## config.mk

```make
export PLATFORM = sky130hd
export DESIGN_NAME = sort_nine_and_grid_sums_unit
export DESIGN_NICKNAME = d
export VERILOG_FILES = /design/src/sng_pkg.sv /design/src/sng_cell.sv /design/src/sort_nine_and_grid_sums_unit.sv
export SDC_FILE = /design/constraint.sdc
export NUM_CORES = 1
export LEC_CHECK = 0
export BUFFER_PORTS_ARGS = -buffer_cell sky130_fd_sc_hd__buf_2
export CELL_PAD_IN_SITES_DETAIL_PLACEMENT = 1
export CELL_PAD_IN_SITES_GLOBAL_PLACEMENT = 1
export CORE_MARGIN = 1.5
export CORE_UTILIZATION = 50
export DETAILED_ROUTE_END_ITERATION = 8
export PLACE_DENSITY_LB_ADDON = 0.1
export SETUP_SLACK_MARGIN = 0.4
export SLEW_MARGIN = 40
export SYNTH_ARGS = -nofsm -noshare
export SYNTH_HDL_FRONTEND = slang
export SYNTH_HIERARCHICAL = 1
export SYNTH_SLANG_ARGS = --single-unit
export TNS_END_PERCENT = 20
```

## constraint.sdc

```tcl
create_clock -name clk -period 2.9 [get_ports clk]
set_input_delay 0.29 -clock clk [delete_from_list [all_inputs] [get_ports clk]]
set_output_delay 0.29 -clock clk [all_outputs]
set_load 0.005 [all_outputs]
```

## src/sng_pkg.sv

```systemverilog
package sng_pkg;

	localparam int SIDE_DEF = 3;
	localparam int VALUE_W = 7;
	localparam int KIND_W = 3;
	localparam int AMOUNT_W = 9;
	localparam int CAP_INT = 100;

	localparam logic [VALUE_W-1:0] VALUE_CAP = 7'd100;
	localparam logic [AMOUNT_W-1:0] AMOUNT_MAX = 9'd511;

	localparam logic [KIND_W-1:0] KIND_ASC = 3'd0;
	localparam logic [KIND_W-1:0] KIND_DESC = 3'd1;
	localparam logic [KIND_W-1:0] KIND_GRID = 3'd2;
	localparam logic [KIND_W-1:0] KIND_ROW = 3'd3;
	localparam logic [KIND_W-1:0] KIND_COL = 3'd4;

	typedef enum logic [1:0] {
		OP_HOLD = 2'd0,
		OP_INSERT = 2'd1,
		OP_SHIFT_DN = 2'd2,
		OP_SHIFT_UP = 2'd3
	} cell_op_t;

	typedef enum logic [4:0] {
		ST_COLLECT = 5'b00001,
		ST_ASC = 5'b00010,
		ST_DESC = 5'b00100,
		ST_GRID = 5'b01000,
		ST_COLS = 5'b10000
	} state_t;

	function automatic logic [AMOUNT_W-1:0] sat_amount(input logic [15:0] s);
		logic [AMOUNT_W-1:0] r;
		if (s > 16'(AMOUNT_MAX)) begin
			r = AMOUNT_MAX;
		end else begin
			r = s[AMOUNT_W-1:0];
		end
		return r;
	endfunction

endpackage

```

## src/sng_cell.sv

```systemverilog
module sng_cell (
	input logic clk,
	input sng_pkg::cell_op_t op,
	input logic [sng_pkg::VALUE_W-1:0] sample,
	input logic [sng_pkg::VALUE_W-1:0] lo,
	input logic [sng_pkg::VALUE_W-1:0] hi,
	input logic occ,
	input logic gt_in,
	output logic gt_out,
	output logic [sng_pkg::VALUE_W-1:0] held
);

	logic [sng_pkg::VALUE_W-1:0] held_q;

	assign gt_out = !occ || (held_q > sample);
	assign held = held_q;

	always_ff @(posedge clk) begin
		case (op)
			sng_pkg::OP_INSERT: begin
				if (gt_out) begin
					held_q <= gt_in ? lo : sample;
				end
			end
			sng_pkg::OP_SHIFT_DN: begin
				held_q <= hi;
			end
			sng_pkg::OP_SHIFT_UP: begin
				held_q <= lo;
			end
			default: begin
				held_q <= held_q;
			end
		endcase
	end

endmodule

```

## src/sort_nine_and_grid_sums_unit.sv

```systemverilog
// Sorts a set of SIDE*SIDE samples and reports the sorted lists and grid sums.
// Input channel: sample with sample_valid / sample_stall. Samples above 100
// are clamped to 100. Each sample is inserted into a sorted chain of cells in
// the cycle it is taken, so the input side takes one transaction per cycle
// while a set is being collected.
// Once the last sample of a set is taken, sample_stall rises and the report of
// 3*SIDE*SIDE + 2*SIDE transactions (33 for SIDE = 3) leaves on kind, amount
// and final_res with result_valid / result_stall: ascending list, descending
// list, the grid with row sums, then column sums, final_res marking the last.
// The last sample moves the sequencer out of collection and the first result is
// then registered in the output register, followed by one result per cycle while
// result_stall is low; the chain rotates once per list or grid result to present
// the next element and holds for the row and column sums.
// A stall on the result side holds the output register and freezes the chain;
// the next set is taken as soon as the last result sits in the output register.
// Reset clears the fill count, the sequencer and result_valid; cell contents
// are not cleared.
module sort_nine_and_grid_sums_unit #(
	parameter int SIDE = sng_pkg::SIDE_DEF
) (
	input logic clk,
	input logic arst_n,
	input logic sample_valid,
	output logic sample_stall,
	input logic [sng_pkg::VALUE_W-1:0] sample,
	output logic result_valid,
	input logic result_stall,
	output logic [sng_pkg::KIND_W-1:0] kind,
	output logic [sng_pkg::AMOUNT_W-1:0] amount,
	output logic final_res
);

	localparam int N = SIDE * SIDE;
	localparam int IDX_W = $clog2(N);
	localparam int COL_W = $clog2(SIDE);
	localparam int SUM_W = $clog2(SIDE * sng_pkg::CAP_INT + 1);

	sng_pkg::state_t state_q;
	logic [IDX_W-1:0] fill_q;
	logic [IDX_W-1:0] idx_q;
	logic [COL_W-1:0] col_q;
	logic sum_slot_q;
	logic [SUM_W-1:0] row_q;
	logic [SUM_W-1:0] col_acc_q [SIDE];

	logic result_valid_q;
	logic [sng_pkg::KIND_W-1:0] kind_q;
	logic [sng_pkg::AMOUNT_W-1:0] amount_q;
	logic final_q;

	logic [sng_pkg::VALUE_W-1:0] sample_sat;
	logic [sng_pkg::VALUE_W-1:0] held [N];
	logic gt [N];
	logic occ [N];
	sng_pkg::cell_op_t op;
	logic take;
	logic adv;
	logic [sng_pkg::VALUE_W-1:0] head_dn;
	logic [sng_pkg::VALUE_W-1:0] head_up;
	logic [SUM_W-1:0] ring_in;

	assign sample_sat = (sample > sng_pkg::VALUE_CAP) ? sng_pkg::VALUE_CAP : sample;
	assign sample_stall = (state_q != sng_pkg::ST_COLLECT);
	assign take = sample_valid && !sample_stall;
	assign adv = !result_valid_q || !result_stall;
	assign head_dn = held[0];
	assign head_up = held[N-1];

	always_comb begin
		op = sng_pkg::OP_HOLD;
		case (state_q)
			sng_pkg::ST_COLLECT: begin
				if (take) begin
					op = sng_pkg::OP_INSERT;
				end
			end
			sng_pkg::ST_ASC: begin
				if (adv) begin
					op = sng_pkg::OP_SHIFT_DN;
				end
			end
			sng_pkg::ST_DESC: begin
				if (adv) begin
					op = sng_pkg::OP_SHIFT_UP;
				end
			end
			sng_pkg::ST_GRID: begin
				if (adv && !sum_slot_q) begin
					op = sng_pkg::OP_SHIFT_UP;
				end
			end
			default: begin
				op = sng_pkg::OP_HOLD;
			end
		endcase
	end

	genvar gi;
	generate
		for (gi = 0; gi < N; gi++) begin : g_cell
			assign occ[gi] = (IDX_W'(gi) < fill_q);
			sng_cell u_cell (
				.clk(clk),
				.op(op),
				.sample(sample_sat),
				.lo(held[(gi + N - 1) % N]),
				.hi(held[(gi + 1) % N]),
				.occ(occ[gi]),
				.gt_in((gi == 0) ? 1'b0 : gt[(gi + N - 1) % N]),
				.gt_out(gt[gi]),
				.held(held[gi])
			);
		end
	endgenerate

	assign ring_in = col_acc_q[0] +
		((state_q == sng_pkg::ST_GRID) ? SUM_W'(head_up) : SUM_W'(0));

	always_ff @(posedge clk or negedge arst_n) begin
		if (!arst_n) begin
			state_q <= sng_pkg::ST_COLLECT;
			fill_q <= '0;
			idx_q <= '0;
			col_q <= '0;
			sum_slot_q <= 1'b0;
			result_valid_q <= 1'b0;
		end else begin
			case (state_q)
				sng_pkg::ST_COLLECT: begin
					if (result_valid_q && !result_stall) begin
						result_valid_q <= 1'b0;
					end
					if (take) begin
						if (fill_q == IDX_W'(N - 1)) begin
							fill_q <= '0;
							idx_q <= '0;
							state_q <= sng_pkg::ST_ASC;
						end else begin
							fill_q <= fill_q + 1'b1;
						end
					end
				end
				sng_pkg::ST_ASC: begin
					if (adv) begin
						result_valid_q <= 1'b1;
						if (idx_q == IDX_W'(N - 1)) begin
							idx_q <= '0;
							state_q <= sng_pkg::ST_DESC;
						end else begin
							idx_q <= idx_q + 1'b1;
						end
					end
				end
				sng_pkg::ST_DESC: begin
					if (adv) begin
						result_valid_q <= 1'b1;
						if (idx_q == IDX_W'(N - 1)) begin
							idx_q <= '0;
							col_q <= '0;
							sum_slot_q <= 1'b0;
							state_q <= sng_pkg::ST_GRID;
						end else begin
							idx_q <= idx_q + 1'b1;
						end
					end
				end
				sng_pkg::ST_GRID: begin
					if (adv) begin
						result_valid_q <= 1'b1;
						if (sum_slot_q) begin
							sum_slot_q <= 1'b0;
							if (idx_q == '0) begin
								state_q <= sng_pkg::ST_COLS;
							end
						end else begin
							idx_q <= (idx_q == IDX_W'(N - 1)) ? '0 : idx_q + 1'b1;
							if (col_q == COL_W'(SIDE - 1)) begin
								col_q <= '0;
								sum_slot_q <= 1'b1;
							end else begin
								col_q <= col_q + 1'b1;
							end
						end
					end
				end
				sng_pkg::ST_COLS: begin
					if (adv) begin
						result_valid_q <= 1'b1;
						if (col_q == COL_W'(SIDE - 1)) begin
							col_q <= '0;
							state_q <= sng_pkg::ST_COLLECT;
						end else begin
							col_q <= col_q + 1'b1;
						end
					end
				end
				default: begin
					result_valid_q <= 1'b0;
					state_q <= sng_pkg::ST_COLLECT;
				end
			endcase
		end
	end

	always_ff @(posedge clk) begin
		if (adv) begin
			case (state_q)
				sng_pkg::ST_ASC: begin
					kind_q <= sng_pkg::KIND_ASC;
					amount_q <= sng_pkg::AMOUNT_W'(head_dn);
					final_q <= 1'b0;
				end
				sng_pkg::ST_DESC: begin
					kind_q <= sng_pkg::KIND_DESC;
					amount_q <= sng_pkg::AMOUNT_W'(head_up);
					final_q <= 1'b0;
					if (idx_q == IDX_W'(N - 1)) begin
						row_q <= '0;
						for (int k = 0; k < SIDE; k++) begin
							col_acc_q[k] <= '0;
						end
					end
				end
				sng_pkg::ST_GRID: begin
					final_q <= 1'b0;
					if (sum_slot_q) begin
						kind_q <= sng_pkg::KIND_ROW;
						amount_q <= sng_pkg::sat_amount(16'(row_q));
						row_q <= '0;
					end else begin
						kind_q <= sng_pkg::KIND_GRID;
						amount_q <= sng_pkg::AMOUNT_W'(head_up);
						row_q <= row_q + SUM_W'(head_up);
						for (int k = 0; k < SIDE - 1; k++) begin
							col_acc_q[k] <= col_acc_q[k+1];
						end
						col_acc_q[SIDE-1] <= ring_in;
					end
				end
				sng_pkg::ST_COLS: begin
					kind_q <= sng_pkg::KIND_COL;
					amount_q <= sng_pkg::sat_amount(16'(col_acc_q[0]));
					final_q <= (col_q == COL_W'(SIDE - 1));
					for (int k = 0; k < SIDE - 1; k++) begin
						col_acc_q[k] <= col_acc_q[k+1];
					end
					col_acc_q[SIDE-1] <= ring_in;
				end
				default: begin
					kind_q <= kind_q;
				end
			endcase
		end
	end

	assign result_valid = result_valid_q;
	assign kind = kind_q;
	assign amount = amount_q;
	assign final_res = final_q;

`ifndef SYNTHESIS
	a_final_is_col: assert property (@(posedge clk) disable iff (!arst_n)
		result_valid && final_res |-> kind == sng_pkg::KIND_COL)
		else $error("final_res on a result that is not a column sum");

	a_last_sample_starts_report: assert property (@(posedge clk) disable iff (!arst_n)
		take && fill_q == IDX_W'(N - 1) |=> state_q == sng_pkg::ST_ASC)
		else $error("last sample of a set did not start the report");

	a_fill_idle_in_report: assert property (@(posedge clk) disable iff (!arst_n)
		state_q != sng_pkg::ST_COLLECT |-> fill_q == '0)
		else $error("fill count not cleared during report");

	generate
		for (gi = 0; gi < N - 1; gi++) begin : g_sorted_chk
			a_chain_sorted: assert property (@(posedge clk) disable iff (!arst_n)
				state_q == sng_pkg::ST_COLLECT && occ[gi+1] |-> held[gi] <= held[gi+1])
				else $error("cell chain out of order");
		end
	endgenerate
`endif

endmodule

```

==> flow_summary.json, run 1 <==
{
  "run_status": "finished, final reports clean",
  "clock_path_buffers": 2,
  "hold_depth": 3,
  "wirelength_mm": 29.9,
  "drcViolationCount": 0,
  "vias_per_cell": 6.32,
  "tns_ns": 0,
  "min-delay-start": "result_stall",
  "crit_type": "reg2reg",
  "crit_path_max_incr_delay_ns": 0.55,
  "h-tree-depth": 4,
  "period_needed_ns": 2.53,
  "r2r_slack_ns": 0.37,
  "wl_per_cell_um": 23.5,
  "utilization_pct": 60.8,
  "finalNetCount": 1122,
  "firstDrtPassIters": 6,
  "io_buffers": 25,
  "crit_cells": 11,
  "finalNonFillerCells": 1270,
  "ios": 26,
  "cp-end-kind": "register",
  "grt_usage_pct": 30.2,
  "grt_overflow": 0,
  "fmax_mhz": 395,
  "cap_violations": 0,
  "cts_tree": "yes",
  "fin_skew_ns": 0.0104,
  "clock-root-buffer": "clkbuf_16",
  "grt_pass1_wl_mm": 45.2,
  "worst_slack_ns": 0.367,
  "netlist_area_mm2": 0.00924,
  "num_antenna_cells": 0,
  "drtIter0Drc": 450,
  "critPathMostFrequentCell": "a21o_1",
  "clk_latency_ns": 0.43,
  "cp.required_ns": 3.05,
  "dp.cells": 1216,
  "numClockSinks": 129,
  "worst_path_max_delay_cell": "dfstp_2",
  "die_w_um": 139,
  "crit_path_max_fanout": 6,
  "drv_slew": 0,
  "crit_chain": "nor3_4, buf_12, and3_4, ha_4, fa_2, a21o_1, a21o_1, nand2_2, a21oi_2, xnor2_1, nor2_1",
  "die_area_mm2": 0.0193,
  "avgSynthCellArea_um2": 9.60,
  "setup_viol": 0,
  "die_h_um": 139,
  "grt_max_degree": 37,
  "peakVddDrop_mv": 0.573,
  "antenna_found_initial": 0,
  "clk_pin_slew_ns": 0.06,
  "core_area_mm2": 0.0180,
  "yosys_warnings": 6,
  "syn_inst": 962,
  "crit_path_start_kind": "register",
  "hold_class": "in2reg",
  "post-place-ws_ns": 0.0121,
  "drive_above_1_share_pct": 19.2,
  "leakage_nw": 4.40,
  "rr_startpoint": "state_q[0]$_DFFE_PN1P_",
  "routabilityCongestion": 0.827,
  "hold_end": "result_valid$_DFFE_PN0P_",
  "rsz0062_at_grt": "true",
  "hold_viol_final": 0,
  "holdWs_ns": 0.136,
  "vias": 8029,
  "max_slew_margin_pct": 52.8,
  "syn2layout_area_growth_pct": 18.7,
  "timing.rr.end": "col_acc_q[0][24]$_DFFE_PP_",
  "tightest_slew_ns": 0.703,
  "place_hpwl_mm": 20.0,
  "tritoncts.num_buffers": 17,
  "critPathBufInv": 1,
  "start_util_pct": 51.3,
  "reg2reg_depth": 11,
  "row_count": 49,
  "cp_top_family": "flip-flops",
  "crit_arrival_ns": 2.69,
  "powerDensity_mw_per_mm2": 1200,
  "grt_pass1_vias": 8407,
  "detail-route-antenna-nets": 0,
  "finalCritPeriodShare_pct": 87.3
}
## routing by layer
layer	part of all wire (%)	up-vias	routed length [um]	global-route usage [%]
met5	0	-	0	0
met4	4.5	0	1340	14.3
met3	4.3	89	1290	5.32
met2	51	242	15300	54.7
met1	40	4028	12000	34.3
li1	-	3670	-	-
## where the power goes
group          leakage (nW)  internal (W)  switching, W
logic                  2.92       0.00278       0.00397
registers              1.18       0.00310      0.000930
clock network         0.300       0.00145      0.000902
## timing repair
| action | 4_1_cts | 5_1_grt |
|---|---|---|
| endpoints found under the hold margin | 16 | 0 |
| hold buffers | 1 | 0 |
| setup endpoints to repair | 88 | 98 |
| setup buffers | 6 | 11 |
| gates cloned | 0 | 4 |
| pin swaps | 9 | 12 |
| gates resized for setup | 13 | 42 |
## flip-flops by register name, indices dropped and copies added, names as in the netlist
name and flops:
result_valid 1, g_cell.u_cell/held 63, col_q 2, kind 3
final_res 1, col_acc_q 27, sum_slot_q 1, idx_q 4
row_q 9, state_q 5, amount 9, fill_q 4
## cell usage in the layout (no fill, tap or decap), types with 25 or more instances in the layout
cell      count
a211oi_1     55
edfxtp_1    112
ha_1         76
mux2i_1      63
nand2_1      31
a21oi_1      93
buf_4        52
nor2_1      118
inv_1        83
buf_2        25
## area by class of cell
class,count,area (um2)
well taps,229,287
flip-flops and latches,129,3790
clock buffers,17,425
fillers,2006,7060
multi-input cells,706,5230
inverters,86,324
repair buffers,88,704
clock inverters,15,209
## how the worst max path moves through the flow
stage	startpoint	end	slack, ns
6_report	state_q[0]$_DFFE_PN1P_	col_acc_q[0][24]$_DFFE_PP_	0.37
5_1_grt	state_q[2]$_DFFE_PN0P_	g_cell[2].u_cell/held[2]$_DFFE_PP_	0.26
4_1_cts	state_q[0]$_DFFE_PN1P_	col_acc_q[0][26]$_DFFE_PP_	0.33
3_5_place_dp	sample[0]	g_cell[7].u_cell/held[1]$_DFFE_PP_	0.01
3_3_place_gp	sample[0]	g_cell[7].u_cell/held[0]$_DFFE_PP_	0.15
2_1_floorplan	state_q[4]$_DFFE_PN0P_	g_cell[0].u_cell/held[0]$_DFFE_PP_	0.40
## worst reg2reg max path, stage by stage (launching register included)
cell and delay (ns):
dfstp_2 0.55, nor3_4 0.05, buf_12 0.13, and3_4 0.17
ha_4 0.16, fa_2 0.33, a21o_1 0.19, a21o_1 0.18
nand2_2 0.11, a21oi_2 0.06, xnor2_1 0.23, nor2_1 0.08
## metrics by stage
stage | instance area [um2] | total power [W]
2_1_floorplan | 9300 | 0.00802
3_3_place_gp | 9850 | 0.00951
3_5_place_dp | 9850 | 0.00995
4_1_cts | 10600 | 0.0126
5_1_grt | 11000 | 0.0138
6_report | 11000 | 0.0131
(Power assumes the default switching activity.)
==> inputs of run 2 (changes only) <==
--- a/config.mk
+++ b/config.mk
@@ -5,11 +5,12 @@
 export SDC_FILE = /design/constraint.sdc
 export NUM_CORES = 1
 export LEC_CHECK = 0
+export ABC_AREA = 1
 export BUFFER_PORTS_ARGS = -buffer_cell sky130_fd_sc_hd__buf_2
 export CELL_PAD_IN_SITES_DETAIL_PLACEMENT = 1
 export CELL_PAD_IN_SITES_GLOBAL_PLACEMENT = 1
 export CORE_MARGIN = 1.5
-export CORE_UTILIZATION = 50
+export CORE_UTILIZATION = 49
 export DETAILED_ROUTE_END_ITERATION = 8
 export PLACE_DENSITY_LB_ADDON = 0.1
 export SETUP_SLACK_MARGIN = 0.4
==> run 2 against run 1 <==
  * Global-route usage down 0.30 points
  * Sequential share of layout area down 0.84 points
  * Via count up 8.6%
  * Register-to-register slack better by 0.08 ns
  * Die area up 9.9%
  * Worst setup slack better by 0.083 ns
  * Clock skew about the same
  * Maximum frequency up 3.4%
  * Sequential power up 2%
  * Sequential cell count unchanged
  * Critical endpoint is now g_cell[2].u_cell/held[5]$_DFFE_PP_
  * Largest power group unchanged
==> flow_summary.json, run 2 <==
{
  "clock_path_buffers": 2,
  "filler_cell_count": 2380,
  "pwr-share-seq_pct": 33.2,
  "start_util_pct": 50.6,
  "synth_simple_gate_area_share_pct": 21.2,
  "crit_path_start_kind": "register",
  "yosysUniqueCellTypes": 40,
  "drv_slew": 0,
  "top_regs": "g_cell.u_cell/held: 63 flops, col_acc_q: 27 flops",
  "timing.rr.end": "g_cell[2].u_cell/held[5]$_DFFE_PP_",
  "tns_ns": 0,
  "die_area_mm2": 0.0212,
  "largest_register_ffs": 63,
  "synth_top_family_by_area": "simple AND/OR/NAND/NOR gates",
  "crit_arrival_ns": 2.61,
  "p_total_w": 0.0125,
  "grt_max_degree": 30,
  "clock-root-buffer": "clkbuf_16",
  "grt_pass1_wl_mm": 49.6,
  "synth.most_common_cell": "inv_1",
  "row_count": 51,
  "setup_viol": 0,
  "finalNetCount": 1363,
  "fin_skew_ns": 0.0107,
  "comb_power_share_pct": 49.2,
  "synth_area_leaders": "edfxtp_1, ha_1, inv_1",
  "layout_common_cells": "inv_1, nand2_1, edfxtp_1",
  "detail-route-antenna-nets": 0,
  "hold_class": "in2reg",
  "sw_frac_of_total_pct": 46.4,
  "routabilityCongestion": 0.844,
  "crit_path_max_incr_delay_ns": 0.46,
  "synth_compound_area_share_pct": 17.6,
  "synthTopCellsByCount": "inv_1, nand2_1, edfxtp_1",
  "vias": 8723,
  "ys_async_sr_fraction_pct": 13.2,
  "period_needed_ns": 2.45,
  "die_w_um": 146,
  "ios": 26,
  "grt_pass1_vias": 9201,
  "cap_violations": 0,
  "cp-end-kind": "register",
  "crit_type": "reg2reg",
  "rr_startpoint": "state_q[4]$_DFFE_PN0P_",
  "post-place-ws_ns": -0.0446,
  "yosysTopAreaCellShare_pct": 33.7,
  "p_int_w": 0.00668,
  "hold_viol_final": 0,
  "powerDensity_mw_per_mm2": 1110,
  "grt_usage_pct": 29.9,
  "cp.required_ns": 3.06,
  "h-tree-depth": 4,
  "crit_cells": 12,
  "synthFlopType": "edfxtp_1",
  "peakVddDrop_mv": 0.517,
  "seq_area_frac_synth_pct": 38.0,
  "rsz0062_at_grt": "true",
  "worst_path_max_delay_cell": "dfrtp_1",
  "core_area_mm2": 0.0197,
  "cts_tree": "yes",
  "endpoint": "g_cell[2].u_cell/held[5]$_DFFE_PP_",
  "antenna_found_initial": 0,
  "finalCritPeriodShare_pct": 84.5,
  "crit_path_max_fanout": 27,
  "critPathBufInv": 4,
  "leakage_nw": 5.20,
  "worst_slack_ns": 0.450,
  "critPathMostFrequentCell": "nand2_4",
  "crit_chain": "inv_2, nand3_2, nor2_4, nand2_4, inv_1, nand2_1, nand2_4, buf_12, buf_4, a21oi_1, o21ai_1, o211ai_2",
  "drcViolationCount": 0,
  "max_slew_margin_pct": 61.2,
  "syn2layout_area_growth_pct": 12.7,
  "drive_above_1_share_pct": 18.3,
  "reg2reg_depth": 12,
  "tightest_slew_ns": 0.582,
  "r2r_slack_ns": 0.45,
  "drtIter0Drc": 522,
  "numClockSinks": 129,
  "yosys_register_bits": 129,
  "yosys_warnings": 6,
  "firstDrtPassIters": 5,
  "place_hpwl_mm": 21.9,
  "tritoncts.num_buffers": 17,
  "regMostFlops": "g_cell.u_cell/held",
  "run_status": "finished, final reports clean",
  "synth-edff-count": 112,
  "clkPwrFrac_pct": 17.6,
  "wirelength_mm": 30.8,
  "synth-adder-area-share_pct": 10.6,
  "die_h_um": 146,
  "wl_per_cell_um": 19.9,
  "clk_latency_ns": 0.42,
  "io_buffers": 25,
  "avgSynthCellArea_um2": 8.11,
  "cp_top_family": "buffers and inverters",
  "vias_per_cell": 5.64,
  "syn_inst": 1229,
  "fmax_mhz": 408,
  "p_switching_w": 0.00578,
  "final_common_cell": "inv_1",
  "synth_xor_area_share_pct": 0.439,
  "netlist_area_mm2": 0.00997,
  "muxShareOfSynthArea_pct": 0,
  "num_antenna_cells": 0,
  "synth_top_area_cell": "edfxtp_1",
  "clk_pin_slew_ns": 0.06,
  "grt_overflow": 0,
  "cp-startpoint": "state_q[4]$_DFFE_PN0P_"
}
run 2: final cells by class:
| cell class | instances | area (um2) | share of cell area (%) |
|---|---|---|---|
| Clock buffer | 18 | 429 | 3.82 |
| Clock inverter | 14 | 156 | 1.39 |
| Inverter | 253 | 970 | 8.63 |
| Multi-Input combinational cell | 805 | 5060 | 45.0 |
| Sequential cell | 129 | 3790 | 33.7 |
| Tap cell | 265 | 332 | 2.95 |
| Timing Repair Buffer | 63 | 504 | 4.49 |
run 2: cells by family after synthesis:
kind of cell / count (synthesis)
other: 1
DFF: 129
adders and majority gates: 83
AOI/OAI and AO/OA: 244
buffers and inverters: 296
xor gates and xnor gates: 5
and+or+nand+nor: 471
run 2: power by group through the flow:
stage	Sequential, W	Combinational [W]	Clock (W)
2_1_floorplan	0.00363	0.00442	0
3_3_place_gp	0.00412	0.00556	0
3_5_place_dp	0.00413	0.00580	0
4_1_cts	0.00411	0.00595	0.00221
5_1_grt	0.00419	0.00686	0.00228
6_report	0.00413	0.00614	0.00219
run 2: stage by stage:
stage	area (um2)	utilization, %	hold slack [ns]	std cells
after floorplan	9980	-	-0.00559	1230
after global placement	10500	53.3	0.244	1508
after detailed placement	10500	53.3	0.245	1508
after CTS	11100	56.4	0.285	1542
after global routing	11200	57.0	0.322	1547
final	11200	57.0	0.288	1547
run 2: worst min-delay path by stage:
stage,startpoint,to,slack [ns],depth (start not counted)
floorplan,arst_n,col_q[0]$_DFFE_PN0P_,-0.006,0
global placement,arst_n,idx_q[0]$_DFFE_PN0P_,0.24,1
detailed placement,arst_n,idx_q[1]$_DFFE_PN0P_,0.24,1
CTS,sample_valid,state_q[0]$_DFFE_PN1P_,0.28,6
global route,sample_valid,state_q[0]$_DFFE_PN1P_,0.32,6
finish,sample_valid,state_q[0]$_DFFE_PN1P_,0.29,6
run 2: worst register-to-register path: stages (launching register included):
cell	delay, ns
dfrtp_1	0.46
inv_2	0.13
nand3_2	0.10
nor2_4	0.15
nand2_4	0.06
inv_1	0.08
nand2_1	0.16
nand2_4	0.19
buf_12	0.20
buf_4	0.29
a21oi_1	0.11
o21ai_1	0.15
o211ai_2	0.10
run 2: layer usage:
layer,vias up,global-route usage [%],part of all wire [%]
li1,4178,-,-
met1,4239,37.1,42
met2,229,52.5,50
met3,77,3.82,4.4
met4,0,11.9,3.4
met5,-,0,0
run 2: what timing repair did:
| item | in CTS | in global routing |
|---|---|---|
| hold buffers | 1 | 0 |
| setup endpoints to repair | 82 | 130 |
| buffers inserted | 1 | 5 |
| endpoints found under the hold margin | 16 | 0 |
| cloned | 0 | 0 |
| resized for setup | 7 | 30 |
| pin swaps | 1 | 6 |
